**config.mk**
```make
export PLATFORM = sky130hd
export DESIGN_NAME = shs_ram
export DESIGN_NICKNAME = d
export VERILOG_FILES = /design/src/rtl/shs_ram.sv
export SDC_FILE = /design/constraint.sdc
export NUM_CORES = 1
export LEC_CHECK = 0
export BUFFER_PORTS_ARGS = -buffer_cell sky130_fd_sc_hd__buf_2
export CORE_MARGIN = 1
export CORE_UTILIZATION = 25
export DETAILED_ROUTE_END_ITERATION = 8
export GPL_TIMING_DRIVEN = 0
export SYNTH_ARGS = -nofsm -noshare
export SYNTH_HDL_FRONTEND = slang
export SYNTH_SLANG_ARGS = --single-unit
```
**constraint.sdc**
```tcl
create_clock -name clk_i -period 2 [get_ports clk_i]
set_input_delay 0.2 -clock clk_i [delete_from_list [all_inputs] [get_ports clk_i]]
set_output_delay 0.2 -clock clk_i [all_outputs]
set_load 0.01 [all_outputs]
```
**src/rtl/shs_ram.sv**
```systemverilog
// generic single-write, single-read ram with registered read data
`timescale 1ns / 1ps

module shs_ram #(
  parameter int unsigned WIDTH = 8,
  parameter int unsigned DEPTH = 16
) (
  input  logic                     clk_i,
  input  logic                     we_i,
  input  logic [$clog2(DEPTH)-1:0] waddr_i,
  input  logic [WIDTH-1:0]         wdata_i,
  input  logic [$clog2(DEPTH)-1:0] raddr_i,
  output logic [WIDTH-1:0]         rdata_o
);

  logic [WIDTH-1:0] mem_q [DEPTH];
  logic [WIDTH-1:0] rdata_q;

  always_ff @(posedge clk_i) begin
    if (we_i) begin
      mem_q[waddr_i] <= wdata_i;
    end
    rdata_q <= mem_q[raddr_i];
  end

  assign rdata_o = rdata_q;

endmodule

```
## After elaboration in Yosys (flattened, before gate mapping)

Memories as Yosys holds them, arrays and structs flattened. A register that Yosys moved wholly into a read port is not among the register bits.
Index checks and enable logic that the tools add are counted.

| word-level totals | value |
|---|---|
| bits in registers | 0 |
| bits in latches | 0 |
| memory bits (writable) | 128 |
| memory bits (read-only) | 0 |
| bits of input ports | 18 |
| output and inout bits | 8 |
| memories | 1 |

Memory list:

| name | words | width | rd ports | clocked after memory_dff | wr ports | line | text |
|---|---|---|---|---|---|---|---|
| mem_q | 16 | 8 | 1 | 1 | 1 | 16 | `logic [WIDTH-1:0] mem_q [DEPTH];` |

| operators by class | value |
|---|---|
| $add $sub $neg | 0 |
| multipliers | 0 |
| divide/modulo/power cells | 0 |
| $lt $le $gt $ge | 0 |
| equal/unequal tests | 0 |
| shifts and indexed selects | 0 |
| multiplexer cells | 2 |
| bitwise gates (word level) | 0 |
| reductions and logical operators | 0 |

Operator list:

| kind | number |
|---|---|
| 2-to-1 mux 1 bit | 2 |

## Depth between registers and ports, before layout

Gate-level depths: netlist of run 1.

| logic depth | value |
|---|---|
| depth in word-level cells | 2 |
| depth in mapped cells | 5 |
| mapped depth without buffers | 3 |

## Worst setup path before layout of run 1

OpenSTA, ideal clock, no wires.

| timing | value |
|---|---|
| path type | input to register |
| start | in waddr_i[2] |
| end | mem mem_q[0][0], enable pin |
| setup time | 0.383 ns |
| arrival time | 1.310 ns |
| path slack | 0.307 ns |
| cell stages on the path | 2 |
| path buffers | 0 |
| cell sequence | or3b_2 > nor3_1 |

RTL lines:

| element | line | text |
|---|---|---|
| start: declaration | 10 | `input logic [$clog2(DEPTH)-1:0] waddr_i,` |
| end: declaration | 16 |  |

No word-level cell before the write port.

## Worst setup path after layout of run 1

| timing | value |
|---|---|
| start | in waddr_i[2] |
| end | mem mem_q[0][7], enable pin |

No word-level cell before the write port.

==> results of run 1 <==
==> path summary, 6_finish.rpt <==
path                                               end  slack, ps                    from
worst max-delay path             mem_q[0][7]$_DFFE_PP_        160              waddr_i[2]
worst min-delay path            mem_q[13][6]$_DFFE_PP_        190              wdata_i[6]
worst max register to register      rdata_o[2]$_DFF_P_        460   mem_q[0][2]$_DFFE_PP_
worst min register to register      rdata_o[2]$_DFF_P_        680  mem_q[12][2]$_DFFE_PP_
==> layer usage <==
metal	part of all wire (%)	routed length, µm	track usage [%]	up-vias
met2	48	4780	15.4	86
met1	44	4410	13.6	1220
met4	0.83	83	3.00	0
met5	0	0	0	-
li1	-	-	-	1059
met3	7.7	776	3.54	9
==> power groups by stage <==
stage | Clock (mW) | Combinational, mW | Sequential, mW
2_1_floorplan | 0 | 0.162 | 3.27
3_3_place_gp | 0 | 0.309 | 3.26
4_1_cts | 3.03 | 0.319 | 3.21
6_report | 3.00 | 0.311 | 3.20
5_1_grt | 3.16 | 0.338 | 3.21
3_5_place_dp | 0 | 0.317 | 3.26
==> state kept, by name (all words and copies together), names as in the netlist <==
name     cells
rdata_o      8
mem_q      128
==> cell families (layout without fill, tap and decap cells) <==
group           Yosys count  count (layout)  synth area share, %
mux                      32              32                 15.0
buf+inv                  10              66                 1.68
compound gates           16              16                 2.33
flops                   136             136                 77.8
simple gates             35              35                 3.18
==> cell usage in the layout (no fill, tap or decap), drive strengths merged <==
cell / n
nand3b: 2
nor2b: 1
dfxtp: 8
nand2: 9
and2: 1
nor2: 13
nor3: 4
edfxtp: 128
or3b: 1
buf: 32
clkdlybuf4s25: 3
bufinv: 3
clkbuf: 20
mux4: 32
and2b: 1
nand2b: 2
clkinvlp: 2
a22oi: 16
nand3: 1
clkinv: 6
==> final cells by class <==
cell class                 count  area [µm²]
fill                        1936       14100
sequential                   136        4000
multi-input combinational     83        1060
clock buffer                  20         437
tap                          270         338
clock inverter                11         131
timing repair buffer          25         125
buffer                        10        86.3
==> impl_results.md, run 1 <==
- Tmin final: 1840 ps
- GPL Wtd Cong: 0.753
- DR vias/cell: 4.28
- Seq/Total Area, Yosys: a little under 80%
- DP HPWL: 6580 µm
- First-pass GRT wire length: about 15000 µm
- Post-synth EDFFs: 128
- Mapped Area: 5150 µm²
- Area grow syn2layout: 20.1%
- Sum Neg Setup Slack: 0 ps
- CP endpoint kind: register
- Placement Cell Area: 5610 µm²
- Worst EP arrival: 1850 ps
- Placed cell count: 523
- Clock-pin slew on the worst setup and hold paths: around 60 ps
- Core area: 20200 µm²
- Fmax: 0.544 GHz
- Final Instance Area: a little over 6000 µm²
- WP buf/inv: 1
- Row count: 52
- Synth cell count leaders: edfxtp_1, mux4_2, a22oi_1
- Net Switching: 1.27 mW
- Reg power frac: 49.2%
- Setup WS post-layout: 162 ps
- Layout Cells excl Fill: 555
- Final Util: 30.6%
- Clock Skew: 4.55 ps
- H-tree Lvls: 4
- Die W: 145 µm
- Cell Int Power: between 5 and 6 mW
- Status: complete, no violations
- N_diodes: 0
- R2R cell count: 3
- Top delay family on crit path: simple AND/OR/NAND/NOR gates
- Clock tree buffer depth: 2
- Largest net degree at the start of global routing: 17
- Design Power: 6.52 mW
- Post-placement setup slack: -328 ps
- Post-synth ARST share: 0%
- Io pins: 26
- Count leader, synth: edfxtp_1
- Tot GR Track Use: between 10% and 20%
- Fin nets: 291
- Hold Crit Depth: 1
- TritonCTS clock tree: done
- WL/cell: 18.1 µm
- Setup Fix Bufs, Post-CTS: 0
- Post-Synthesis Net Count: 247
- Vias: between 2000 and 2500
- PD cells: 1050 nW/µm²
- Gate power share: 4.8%
- Root buffer cell: clkbuf_16
- Worst path cell trace: buf_2, or3b_2, nor3_1
- Worst EP required: 2010 ps
- Worst-Skew Late Latency: 400 ps
- Fin crit share: 91.9%
- DRC: 0
- Ys flop type: edfxtp_1
- Synthesized instance count: about 230
- Cts-stage hold buffer count: 0
- Vias in the first global route: 2442
- Port Buf Inserts: 24
- CTS Buf Count: 17
- Clock power frac: 46.1%
- Initial DRC count: roughly 300
- Initial Util: between 20% and 30%
- Layout cells sized above 1: 28.1%
- Maximum fanout along the worst path: 8
- Max_cap viols: 0
- RSZ-0062 raised after global routing: false
- Yosys cell types: 19
- Total gr overflow: 0
- Min-delay worst type: input pin to register
- Critical path depth: 3
- Worst path slowest cell: nor3_1
- Max-slew violations: 0
- VDD IR max: 0.627 mV
- DIE HEIGHT: 145 µm
- Router iterations before antenna repair: 4
- Worst slew pin tran: 1300 ps
- Worst path max stage delay: 1000 ps
- Leakage: 2.02 nW
- Die area: 21200 µm²
- Crit path kind: input pin to register
- Synth area leader: edfxtp_1
- Slew headroom: 12.8%
- Post-cts resize count: 0
- Switching Fraction: 19.5%
- Crit start category: input pin
- Drt total wl: 10100 µm
- Initial antenna violation count: 0
- Clock Sink Count: 136
- Hold Slack: 192 ps
- Largest cells by area after synthesis: edfxtp_1, mux4_2, mux4_1
- Yosys warnings: 0
- Syn avg cell area: between 20 and 25 µm²
- Antenna-violating nets left: 0
- Final setup viols: 0
- Final-report hold violation count: 0
- Synth top area share: about three quarters
- Number of synthesized register bits: 136
Note: power is estimated with default switching activity, not from simulation.
==> run 2: changes to the inputs <==
--- a/config.mk
+++ b/config.mk
@@ -10,6 +10,7 @@
 export CORE_UTILIZATION = 25
 export DETAILED_ROUTE_END_ITERATION = 8
 export GPL_TIMING_DRIVEN = 0
+export PLACE_DENSITY_LB_ADDON = 0.25
 export SYNTH_ARGS = -nofsm -noshare
 export SYNTH_HDL_FRONTEND = slang
 export SYNTH_SLANG_ARGS = --single-unit
==> impl_results.md, run 2 (synthesized netlist as in run 1, its figures left out) <==
- Status: complete, no violations (unchanged)
- Drt total wl: 11200 µm (was 10100 µm)
- Clock-pin slew on the worst setup and hold paths: 60 ps (about the same)
- Final setup viols: 0 (unchanged)
- Worst path max stage delay: 590 ps (was 1000 ps)
- WL/cell: 20.1 µm (was 18.1 µm)
- DR vias/cell: 4.32 (was 4.28)
- Fin crit share: 79.3% (was 91.9%)
- Most common cell after layout, fill and taps aside: edfxtp_1 (unchanged)
- Net Switching: 1.34 mW (was 1.27 mW)
- CTS Buf Count: 17 (unchanged)
- Placement Cell Area: 5620 µm² (was 5610 µm²)
- Clock Sink Count: 136 (unchanged)
- Reg power frac: 49.5% (was 49.2%)
- Root buffer cell: clkbuf_16 (unchanged)
- GR met3 Demand/Resource: 3.82% (was 3.54%)
- GPL Wtd Cong: 0.673 (was 0.753)
- Max_cap viols: 0 (unchanged)
- Area grow syn2layout: 20.2% (was 20.1%)
- Tmin final: 1590 ps (was 1840 ps)
- Worst-Skew Late Latency: 410 ps (was 400 ps)
- Setup Fix Bufs, Post-CTS: 0 (unchanged)
- Initial Util: 25.4% (unchanged)
- Clock power frac: 45.5% (was 46.1%)
- Port Buf Inserts: 24 (unchanged)
- Gate power share: 5.0% (was 4.8%)
- Crit start category: input pin (unchanged)
- Worst EP required: 2120 ps (was 2010 ps)
- First-pass GRT wire length: 16600 µm (was 15100 µm)
- Slew headroom: 12.7% (was 12.8%)
- Final-report hold violation count: 0 (unchanged)
- Worst slew pin tran: 1300 ps (about the same)
- Min-delay worst type: input pin to register (unchanged)
- Worst path slowest cell: nor3_1 (unchanged)
- Row count: 52 (unchanged)
- Biggest register: mem_q (unchanged)
- H-tree Lvls: 4 (unchanged)
- Leakage: 2.02 nW (about the same)
- N_diodes: 0 (unchanged)
- DP HPWL: 7170 µm (was 6580 µm)
- Most Crowded Layer GR: met2 (unchanged)
- RSZ-0062 raised after global routing: false (unchanged)
- Fin nets: 291 (unchanged)
- Core area: 20200 µm² (unchanged)
- Cts-stage hold buffer count: 0 (unchanged)
- Multi-input gate area: 1070 µm² (was 1060 µm²)
- VDD IR max: 0.570 mV (was 0.627 mV)
- TritonCTS clock tree: done (unchanged)
- Vias: 2403 (was 2374)
- Clock tree buffer depth: 2 (unchanged)
- DIE HEIGHT: 145 µm (unchanged)
- Post-cts resize count: 0 (unchanged)
- Initial DRC count: 196 (was 292)
- PD cells: 1050 nW/µm² (about the same)
- Max FFs per register: 128 (unchanged)
- Total gr overflow: 0 (unchanged)
- Vias in the first global route: 2559 (was 2442)
- Worst path cell trace: buf_2, or3b_2, nor3_1, buf_4 (was buf_2, or3b_2, nor3_1)
- Switching Fraction: 20.7% (was 19.5%)
- Final Util: 30.6% (about the same)
- Fill count: 1953 (was 1936)
- Commonest cells after routing, fill and taps aside: edfxtp_1, buf_2, mux4_2 (unchanged)
- Final Instance Area: 6190 µm² (was 6180 µm²)
- Layout cells sized above 1: 29.7% (was 28.1%)
- GRT met1 Usage: 15.2% (was 13.6%)
- Router iterations before antenna repair: 4 (unchanged)
- Maximum fanout along the worst path: 5 (was 8)
- Worst EP arrival: 1710 ps (was 1850 ps)
- DRC: 0 (unchanged)
- Largest net degree at the start of global routing: 17 (unchanged)
- Grt met2 use: 17.3% (was 15.4%)
- Antenna-violating nets left: 0 (unchanged)
- Die area: 21200 µm² (unchanged)
- Tot GR Track Use: 11.4% (was 10.1%)
- CP endpoint kind: register (unchanged)
- Cell Int Power: 5.13 mW (was 5.25 mW)
- Hold Slack: 195 ps (was 192 ps)
- Die W: 145 µm (unchanged)
- Initial antenna violation count: 0 (unchanged)
- FF+latch area: 4000 µm² (unchanged)
- Io pins: 26 (unchanged)
- Clock Skew: 8.97 ps (was 4.55 ps)
- Max-slew violations: 0 (unchanged)
- Fmax: 0.631 GHz (was 0.544 GHz)
- Crit path kind: input pin to register (unchanged)
==> run 2: worst paths after layout <==
check,from,to,slack (ps),cells after the start
max,waddr_i[2],mem_q[0][2]$_DFFE_PP_,410,4
min,wdata_i[5],mem_q[4][5]$_DFFE_PP_,200,1
max reg2reg,mem_q[1][1]$_DFFE_PP_,rdata_o[1]$_DFF_P_,420,3
min reg2reg,mem_q[14][1]$_DFFE_PP_,rdata_o[1]$_DFF_P_,680,3
==> run 2: per-layer routing <==
layer | part of all wire, % | vias up
met5 | 0 | -
met4 | 0.91 | 0
met3 | 4.9 | 8
met2 | 48 | 57
met1 | 46 | 1276
li1 | - | 1062
==> run 2: metrics by stage <==
| stage | total power, mW | cells | setup TNS, ps | worst slack, ps |
|---|---|---|---|---|
| after floorplan | 3.43 | 229 | 0 | 307 |
| after global placement | 3.58 | 523 | -4180 | -358 |
| after detailed placement | 3.59 | 524 | -966 | -56.9 |
| after CTS | 6.54 | 556 | 0 | 379 |
| after global routing | 6.68 | 556 | 0 | 324 |
| final | 6.47 | 556 | 0 | 414 |
==> run 2: area by class of cell <==
type,count,share of cell area [%]
plain buffers,10,1.40
repair buffers,25,2.06
clock inverters,14,2.16
multi-input cells,83,17.3
flip-flops and latches,136,64.7
well taps,270,5.46
clock buffers,18,6.94
==> run 2: critical path: cells and delay by family <==
| family | cells | cell delay [ps] |
|---|---|---|
| buf+inv | 2 | 400 |
| simple gates | 2 | 1100 |
==> run 2: power by group through the flow <==
stage	logic [mW]	registers (mW)	clock network (mW)
2_1_floorplan	0.162	3.27	0
3_3_place_gp	0.324	3.26	0
3_5_place_dp	0.331	3.26	0
4_1_cts	0.332	3.20	3.00
5_1_grt	0.349	3.21	3.12
6_report	0.323	3.20	2.94
