<file path="src/rtl/shs_pkg.sv">
// shared constants, types and functions of the hann spectrum smoother
`timescale 1ns / 1ps

package shs_pkg;

  localparam int unsigned SAMPLE_BITS = 24;
  localparam int unsigned COEF_BITS   = 18;
  localparam int unsigned HW_BITS     = 6;
  localparam int unsigned W_DEPTH     = 2 ** HW_BITS;
  localparam int unsigned DL_AW       = HW_BITS + 1;
  localparam int unsigned DL_DEPTH    = 2 ** DL_AW;
  localparam int unsigned CNT_BITS    = HW_BITS + 1;
  localparam int unsigned ACC_BITS    = SAMPLE_BITS + COEF_BITS + CNT_BITS;

  // serial divider sizing: angle numerator pi*j + d/2 needs 37 bits
  localparam int unsigned DIV_BITS = 38;
  localparam int unsigned DVS_BITS = 8;

  // pi and one in q30
  localparam logic [31:0] PI_Q30  = 32'd3373259426;
  localparam logic [30:0] ONE_Q30 = 31'h4000_0000;

  // weight table write port
  typedef struct packed {
    logic                 en;
    logic [HW_BITS-1:0]   addr;
    logic [COEF_BITS-1:0] data;
  } coef_wr_t;

  // taylor cosine term divisors (2n-1)*2n
  function automatic logic [DVS_BITS-1:0] taylor_div(input logic [2:0] n);
    logic [DVS_BITS-1:0] r;
    case (n)
      3'd7: r = 8'd182;
      3'd6: r = 8'd132;
      3'd5: r = 8'd90;
      3'd4: r = 8'd56;
      3'd3: r = 8'd30;
      3'd2: r = 8'd12;
      3'd1: r = 8'd2;
      default: r = 8'd1;
    endcase
    return r;
  endfunction

endpackage

</file>
<file path="src/rtl/shs_coef_gen.sv">
// hann weight generator: fixed point taylor cosine with a shared serial divider
`timescale 1ns / 1ps

module shs_coef_gen (
  input  logic                         clk_i,
  input  logic                         rst_ni,
  input  logic                         start_i,
  input  logic [shs_pkg::HW_BITS-1:0]  half_width_i,
  output logic                         busy_o,
  output shs_pkg::coef_wr_t            wr_o
);

  import shs_pkg::*;

  localparam logic [3:0] G_IDLE  = 4'd0;
  localparam logic [3:0] G_ANG   = 4'd1;
  localparam logic [3:0] G_ANGW  = 4'd2;
  localparam logic [3:0] G_SQ    = 4'd3;
  localparam logic [3:0] G_A2    = 4'd4;
  localparam logic [3:0] G_MUL   = 4'd5;
  localparam logic [3:0] G_TRM   = 4'd6;
  localparam logic [3:0] G_TRMW  = 4'd7;
  localparam logic [3:0] G_WDIV  = 4'd8;
  localparam logic [3:0] G_WDIVW = 4'd9;

  localparam logic [61:0] A2_HALF = 62'(1) << 29;

  logic [3:0]          state_q, state_d;
  logic [HW_BITS-1:0]  k_q, k_d;
  logic [HW_BITS-1:0]  hw_q;
  logic                neg_q;
  logic [30:0]         a_q;
  logic [61:0]         sq_q;
  logic [31:0]         a2_q;
  logic [2:0]          n_q;
  logic [30:0]         t_q;
  logic [62:0]         pm_q;

  // serial restoring divider
  logic [5:0]          div_cnt_q;
  logic [DVS_BITS-1:0] div_rem_q;
  logic [DIV_BITS-1:0] div_quo_q;
  logic [DVS_BITS-1:0] div_dvs_q;
  logic                div_start;
  logic [DIV_BITS-1:0] div_dend;
  logic [DVS_BITS-1:0] div_dvs;
  logic                div_done;
  logic [DVS_BITS:0]   div_shift;
  logic                div_ge;
  logic [DVS_BITS-1:0] div_rem_nxt;

  logic [DVS_BITS-1:0] d_val;
  logic                fold;
  logic [DVS_BITS-1:0] j_val;
  logic [DIV_BITS-1:0] ang_num;
  logic [32:0]         tdiff;
  logic [30:0]         t_clamp;
  logic [31:0]         num;
  logic [61:0]         a2_sum;

  assign div_done    = (div_cnt_q == '0);
  assign div_shift   = {div_rem_q, div_quo_q[DIV_BITS-1]};
  assign div_ge      = div_shift >= {1'b0, div_dvs_q};
  assign div_rem_nxt = div_ge ? DVS_BITS'(div_shift - {1'b0, div_dvs_q})
                              : div_shift[DVS_BITS-1:0];

  assign d_val   = DVS_BITS'(hw_q) + DVS_BITS'(1);
  assign fold    = DVS_BITS'({k_q, 1'b0}) > d_val;
  assign j_val   = fold ? (d_val - DVS_BITS'(k_q)) : DVS_BITS'(k_q);
  assign ang_num = DIV_BITS'(PI_Q30) * DIV_BITS'(j_val) + DIV_BITS'(d_val >> 1);
  assign tdiff   = {2'b00, ONE_Q30} - {1'b0, div_quo_q[31:0]};
  assign t_clamp = tdiff[32] ? '0 : tdiff[30:0];
  assign num     = neg_q ? (32'(ONE_Q30) - 32'(t_q)) : (32'(ONE_Q30) + 32'(t_q));
  assign a2_sum  = sq_q + A2_HALF;
  assign busy_o  = (state_q != G_IDLE);

  always_comb begin
    state_d   = state_q;
    k_d       = k_q;
    div_start = 1'b0;
    div_dend  = '0;
    div_dvs   = '0;
    wr_o      = '0;
    case (state_q)
      G_IDLE: begin
        if (start_i) begin
          k_d     = '0;
          state_d = G_ANG;
        end
      end
      G_ANG: begin
        div_start = 1'b1;
        div_dend  = ang_num;
        div_dvs   = d_val;
        state_d   = G_ANGW;
      end
      G_ANGW: begin
        if (div_done) begin
          state_d = G_SQ;
        end
      end
      G_SQ: state_d = G_A2;
      G_A2: state_d = G_MUL;
      G_MUL: state_d = G_TRM;
      G_TRM: begin
        div_start = 1'b1;
        div_dend  = DIV_BITS'(pm_q[62:30]);
        div_dvs   = taylor_div(n_q);
        state_d   = G_TRMW;
      end
      G_TRMW: begin
        if (div_done) begin
          state_d = (n_q == 3'd1) ? G_WDIV : G_MUL;
        end
      end
      G_WDIV: begin
        div_start = 1'b1;
        div_dend  = DIV_BITS'(num[31:12]) + DIV_BITS'(hw_q) + DIV_BITS'(1);
        div_dvs   = DVS_BITS'({hw_q, 1'b1}) + DVS_BITS'(1);
        state_d   = G_WDIVW;
      end
      G_WDIVW: begin
        if (div_done) begin
          wr_o.en   = 1'b1;
          wr_o.addr = k_q;
          wr_o.data = div_quo_q[COEF_BITS-1:0];
          if (k_q == hw_q) begin
            state_d = G_IDLE;
          end else begin
            k_d     = k_q + HW_BITS'(1);
            state_d = G_ANG;
          end
        end
      end
      default: state_d = G_IDLE;
    endcase
  end

  always_ff @(posedge clk_i or negedge rst_ni) begin
    if (!rst_ni) begin
      state_q   <= G_IDLE;
      k_q       <= '0;
      div_cnt_q <= '0;
    end else begin
      state_q <= state_d;
      k_q     <= k_d;
      if (div_start) begin
        div_cnt_q <= 6'(DIV_BITS);
      end else if (!div_done) begin
        div_cnt_q <= div_cnt_q - 6'd1;
      end
    end
  end

  always_ff @(posedge clk_i) begin
    if (div_start) begin
      div_rem_q <= '0;
      div_quo_q <= div_dend;
      div_dvs_q <= div_dvs;
    end else if (!div_done) begin
      div_rem_q <= div_rem_nxt;
      div_quo_q <= {div_quo_q[DIV_BITS-2:0], div_ge};
    end
    if (state_q == G_IDLE && start_i) begin
      hw_q <= half_width_i;
    end
    if (state_q == G_ANG) begin
      neg_q <= fold;
    end
    if (state_q == G_ANGW && div_done) begin
      a_q <= div_quo_q[30:0];
    end
    if (state_q == G_SQ) begin
      sq_q <= 62'(a_q) * 62'(a_q);
    end
    if (state_q == G_A2) begin
      a2_q <= a2_sum[61:30];
      n_q  <= 3'd7;
      t_q  <= ONE_Q30;
    end
    if (state_q == G_MUL) begin
      pm_q <= 63'(a2_q) * 63'(t_q);
    end
    if (state_q == G_TRMW && div_done) begin
      t_q <= t_clamp;
      if (n_q != 3'd1) begin
        n_q <= n_q - 3'd1;
      end
    end
  end

endmodule

</file>
<file path="config.mk">
export PLATFORM = sky130hd
export DESIGN_NAME = shs_coef_gen
export DESIGN_NICKNAME = d
export VERILOG_FILES = /design/src/rtl/shs_pkg.sv /design/src/rtl/shs_coef_gen.sv
export SDC_FILE = /design/constraint.sdc
export NUM_CORES = 2
export LEC_CHECK = 0
export CORE_MARGIN = 4
export CORE_UTILIZATION = 30
export CTS_CLUSTER_DIAMETER = 100
export CTS_CLUSTER_SIZE = 24
export DETAILED_ROUTE_END_ITERATION = 12
export DONT_BUFFER_PORTS = 1
export PLACE_DENSITY = 0.4
export SYNTH_ARGS = -nofsm -noshare
export SYNTH_HDL_FRONTEND = slang
export SYNTH_SLANG_ARGS = --single-unit
</file>
<file path="constraint.sdc">
create_clock -name clk_i -period 16.1 [get_ports clk_i]
set_clock_uncertainty 0.2 [all_clocks]
set_input_delay 2.415 -clock clk_i [delete_from_list [all_inputs] [get_ports clk_i]]
set_output_delay 2.415 -clock clk_i [all_outputs]
set_load 0.03 [all_outputs]
</file>
# --- Word-level counts from Yosys, hierarchy flattened ---
# Cells that the tools add are included.
word_totals:
  wordCells: 98
  reg_bits: 299
  output_inout_bits: 26
  inputBits: 9
classes:
  n_lt_le_gt_ge: 2
  muxes: 30
  addsub: 14
  eq_ne: 24
  n_reduce_logical: 11
  multipliers: 3
op_table:
  columns: ["operator", "count"]
  rows:
  - ["$pmux 38 s3", 1]
  - ["$mux 31", 3]
  - ["$mux 38", 2]
  - ["$mul 32x31->63", 1]
  - ["$add 62x30->62 const B", 1]
  - ["$mul 31x31->62", 1]
  - ["$pmux 8 s7", 1]
  - ["$mux 25", 2]
  - ["$pmux 4 s10", 1]
  - ["$add 38x6->38", 1]
  - ["$mul 31x8->37 const A", 1]
  - ["$sub 31x32->33 const A", 1]
  - ["$add 31x31->32 const A", 1]
  - ["$mux 32", 1]
  - ["$sub 31x31->32 const A", 1]
  - ["$mux 6", 5]
  - ["$pmux 8 s3", 1]
  - ["$add 21x1->22 const B", 1]
  - ["$add 20x6->21", 1]
  - ["$mux 4", 5]
  - ["$eq 4x3->1 const B", 4]
  - ["$mux 8", 2]
  - ["$eq 3x3->1 const B", 4]
  - ["$ne 2x2->1 const B", 6]
  - ["other kinds (26)", 36]

# --- Depth between registers and ports, before layout ---
depth:
  depth_word: 7
  depth_mapped: 34
  mapped_depth_nobuf: 31

# --- Worst setup path before layout ---
# OpenSTA, ideal clock, no wires.
synth_path:
  kind: "flip-flop to flip-flop"
  from: "register hw_q[1]"
  to: "register div_quo_q[36], data pin"
  arrival_time_ps: 8287
  path_stages_with_launch: 33
  setup_ps: 265
  synth_period_minus_slack_ps: 8752
  path_slack_ps: 7348
  cell_sequence: "edfxtp_1 -> ha_1 -> and3_1 -> xnor2_1 -> ha_1 -> nand2_1 -> or4_4 -> or2_4 -> a21o_1 -> buf_4 -> clkbuf_1 -> o21ai_0 -> inv_1 -> fa_1 -> inv_1 -> ha_1 -> xnor2_1 -> fa_1 -> ha_1 -> ha_1 -> clkbuf_1 -> a21oi_1 -> o21a_1 -> mux2_2 -> a31o_2 -> a311oi_1 -> nand4_1 -> nor4_1 -> nand2_1 -> a21oi_2 -> nor3b_2 -> xor2_1 -> o21ai_1"
synth_between:
  elab_chain_len: 7
  elab_cells_between_ends: 8
  cone_classes: "3 x add/sub; 1 x mul; 1 x order compare; 3 x mux"
synth_lines:
  columns: ["element", "line_no", "source"]
  rows:
  - ["start: declaration", "shs_coef_gen.sv:30", "logic [HW_BITS-1:0] hw_q;"]
  - ["start signal: assignment", "shs_coef_gen.sv:165", "hw_q <= half_width_i;"]
  - ["$add 6x1->7 *", "shs_coef_gen.sv:67", "assign d_val = DVS_BITS'(hw_q) + DVS_BITS'(1);"]
  - ["$sub 7x6->8 / $gt 7x7->1 (equally long branches)", "shs_coef_gen.sv:69, shs_coef_gen.sv:68", null]
  - ["$mux 8", "shs_coef_gen.sv:69", "assign j_val = fold ? (d_val - DVS_BITS'(k_q)) : DVS_BITS'(k_q);"]
  - ["$mul 31x8->37", "shs_coef_gen.sv:70", "assign ang_num = DIV_BITS'(PI_Q30) * DIV_BITS'(j_val) + DIV_BITS'(d_val >> 1);"]
  - ["$add 38x6->38 *", "shs_coef_gen.sv:70", null]
  - ["$pmux 38 s3 *", "shs_coef_gen.sv:84", "case (state_q)"]
  - ["$mux 38 *", "shs_coef_gen.sv:156", "if (div_start) begin"]
  - ["end signal: assignment", "shs_coef_gen.sv:158", "div_quo_q <= div_dend;"]
  - ["end signal: assignment", "shs_coef_gen.sv:162", "div_quo_q <= {div_quo_q[DIV_BITS-2:0], div_ge};"]
  - ["end: declaration", "shs_coef_gen.sv:42", "logic [DIV_BITS-1:0] div_quo_q;"]
# Mark *: on every way between the ends. The rest lies on a longest branch, timed or not.
# A chain may end at the register's enable or synchronous reset.

# --- Final worst setup path ---
layout_path:
  from: "register hw_q[0]"
  to: "register div_quo_q[36], data pin"
# Same word-level chain as after synthesis.

==> metrics <==
DRC viols=0; sequential share of the synthesized area=around 9.6%; Main synth FF type=edfxtp_1; CP startpoint=hw_q[0]$_DFFE_PP_; routed vias/inst=approximately 4.7; Setup CP Type=flop to flop; DRT antenna net count=0; Avg Cell Area, Syn=~9.3 µm²; global-route usage over all layers=between 10% and 20%; CP Max Fanout=17; EDFF count, synth=about 210; Crit path depth=31; Post-Synthesis Net Count=slightly above 10,000; Final nets=9,914; critical path's largest stage delay=roughly 0.70 ns; worst reg2reg path endpoint=div_quo_q[36]$_DFFE_PP_; Setup TNS Final=0 ns; Critical Path Most Common Cell=ha_1; WL/cell=20.8 µm; Initial Util=a little under a third; Clock Latency Late Sink=0.60 ns; crit share post-route=between 60% and 70%; yosys warns=0; grt peak-use layer=met2; port buffer count=0; highest-count cells in the layout ignoring fill and taps=inv_1 (1,960), fa_1 (1,657), nand2_1 (1,121); non-filler cells, final=about 11,000; Worst Tran Pin Value=around 1.3 ns; TritonCTS Buffers=23; R2R depth=31; Detailed Route Iter0 Violations=2,708; # fillers=25,132; Core ar.=~0.24 mm²; first-pass GRT wire length=352 mm; status=finished clean; met2 usage in global routing=between 30% and 40%; Final Hold Fails=0; Slew Viols, Final=0; M3 GR Usage=1.05%; min cycle time layout=between 10 and 15 ns; die span in y=approximately 500 µm; grt ovf=0; Die X=roughly 500 µm; CTS root buf=clkbuf_16; DP HPWL=177 mm; Max Cap Viol=0; Slowest-stage cell, CP=mux2i_1; Area growth, synth to finish=6.18%; Longest Clk Path Bufs=3; Worst Hold Class=flop to flop; Rel. slew slack=between 10% and 20%; GR Layer Usage met1=~26%; TritonCTS Sinks=240; WP data arrival=between 10 and 15 ns; Crit path required time=16.23 ns; Post-Place Cells=10,763; final WL=approximately 230 mm; die footprint=around 0.25 mm²; Buf/Inv on CP=3; CTS H-Tree Depth=1; ys async rst share=6.67%; RSZ-0062 raised after global routing=false; I/O pins=35; # rows=180; reg-to-reg slack, setup=5.71 ns; flip-flop and latch count after synthesis=240; CTS Hold Buffers Added=0; vias=~50,000; TritonCTS clock tree=yes; Fmax achieved=about 96 MHz; GPL Wtd Cong=0.822; postcts setup bufs=0; vias in the first global route=between 50,000 and 60,000; most common cell after layout, fill and taps aside=inv_1; Startpoint Class=flop; initial antenna violation count=11; post-synth cell types=102; Netlist Area Pre-Place=0.0729 mm²; Critical Path Sink=div_quo_q[36]$_DFFE_PP_; clock-pin slew on the worst setup and hold paths=approximately 0.09 ns; Post-Syn Instances=7,803; largest delay contributor family on the critical path=simple AND/OR/NAND/NOR gates; crit path capture type=flop; DR pass1 iterations=8; fraction of layout cells with a size suffix above 1=between 3 and 4%; largest net degree at the start of global routing=between 40 and 50; final setup violating endpoints=0; CTS resizes=0; RR Startpoint=hw_q[0]$_DFFE_PP_
[layout make-up]
| class | instances | area (µm²) | share of cell area, % |
|---|---|---|---|
| clock buffers | 23 | 576 | 0.744 |
| repair buffers | 127 | 953 | 1.23 |
| diodes | 8 | 20.0 | 0.0259 |
| multi-input cells | 5239 | 57200 | 73.9 |
| flip-flops and latches | 240 | 7020 | 9.07 |
| well taps | 3185 | 3990 | 5.15 |
| inverters | 1972 | 7400 | 9.56 |
| clock inverters | 18 | 267 | 0.344 |
[cells in the mapped netlist, types with 14 or more instances]
library cell	n	area share [%]
clkbuf_1	333	1.7
nor2b_1	33	0.28
fa_1	1657	46
nand2b_1	23	0.20
and2_1	441	3.8
o211ai_1	14	0.14
a211oi_1	19	0.20
nand2_1	1122	5.8
a31oi_1	20	0.17
a22oi_1	20	0.21
o21ai_1	26	0.18
xnor2_1	167	2.0
ha_1	645	11
nor4_1	22	0.19
and3_1	20	0.17
nor2_1	237	1.2
a21oi_1	129	0.89
o21a_1	22	0.23
nand3_1	63	0.43
dfrtp_1	16	0.55
inv_1	1960	10
nand4_1	31	0.27
a21o_1	73	0.75
nor3_1	59	0.41
o21ai_0	90	0.62
edfxtp_1	213	8.8
xor2_1	89	1.1
o21bai_1	15	0.15
[through the flow]
step	instance area, µm²	utilization [%]	hold WS, ns	setup slack, ns
4_1_cts	77400	32.1	0.264	5.73
2_1_floorplan	72900	-	0.234	7.35
6_report	77400	32.1	0.261	5.71
5_1_grt	77400	32.1	0.288	5.17
3_3_place_gp	76500	31.7	0.246	5.83
3_5_place_dp	76500	31.7	0.249	5.79
[registers in the layout, indices dropped and copies added, names as in the netlist]
name / cells
a2_q: 32
a_q: 31
div_cnt_q: 6
div_dvs_q: 8
div_quo_q: 38
div_rem_q: 8
hw_q: 6
k_q: 6
n_q: 3
neg_q: 1
pm_q: 33
sq_q: 33
state_q: 4
t_q: 31
[cells by family after synthesis]
kind of cell | count (synthesis) | share of synthesized area [%]
fa+ha+maj | 2302 | 56.6
flops | 240 | 9.63
buf+inv | 2324 | 12.0
compound gates | 545 | 5.01
mux | 9 | 0.144
simple gates | 2127 | 13.6
xor+xnor | 256 | 3.08
[per-layer routing]
layer	routed length (µm)	share of wire, %
met5	0	0
met4	4460	2.0
met3	6960	3.1
met2	110000	49
met1	104000	46
[tightest hold or removal path, cell delays in order, from the launching register on]
cell and delay [ns]:
dfxtp_1 0.32, nand3_1 0.06, nand2_1 0.04
[worst min-delay path by stage]
stage | start | to | slack (ns) | cells past startpoint
floorplan | div_rem_q[7]$_SDFFE_PN0P_ | div_rem_q[7]$_SDFFE_PN0P_ | 0.23 | 2
global placement | div_rem_q[7]$_SDFFE_PN0P_ | div_rem_q[7]$_SDFFE_PN0P_ | 0.25 | 2
detailed placement | div_rem_q[7]$_SDFFE_PN0P_ | div_rem_q[7]$_SDFFE_PN0P_ | 0.25 | 2
CTS | div_rem_q[7]$_SDFFE_PN0P_ | div_rem_q[7]$_SDFFE_PN0P_ | 0.26 | 2
global route | div_rem_q[7]$_SDFFE_PN0P_ | div_rem_q[7]$_SDFFE_PN0P_ | 0.29 | 2
finish | div_rem_q[7]$_SDFFE_PN0P_ | div_rem_q[7]$_SDFFE_PN0P_ | 0.26 | 2
Power is left out: the tool's default activity adds up to more than one toggle a clock period on the data nets, which glitch-free logic cannot reach.
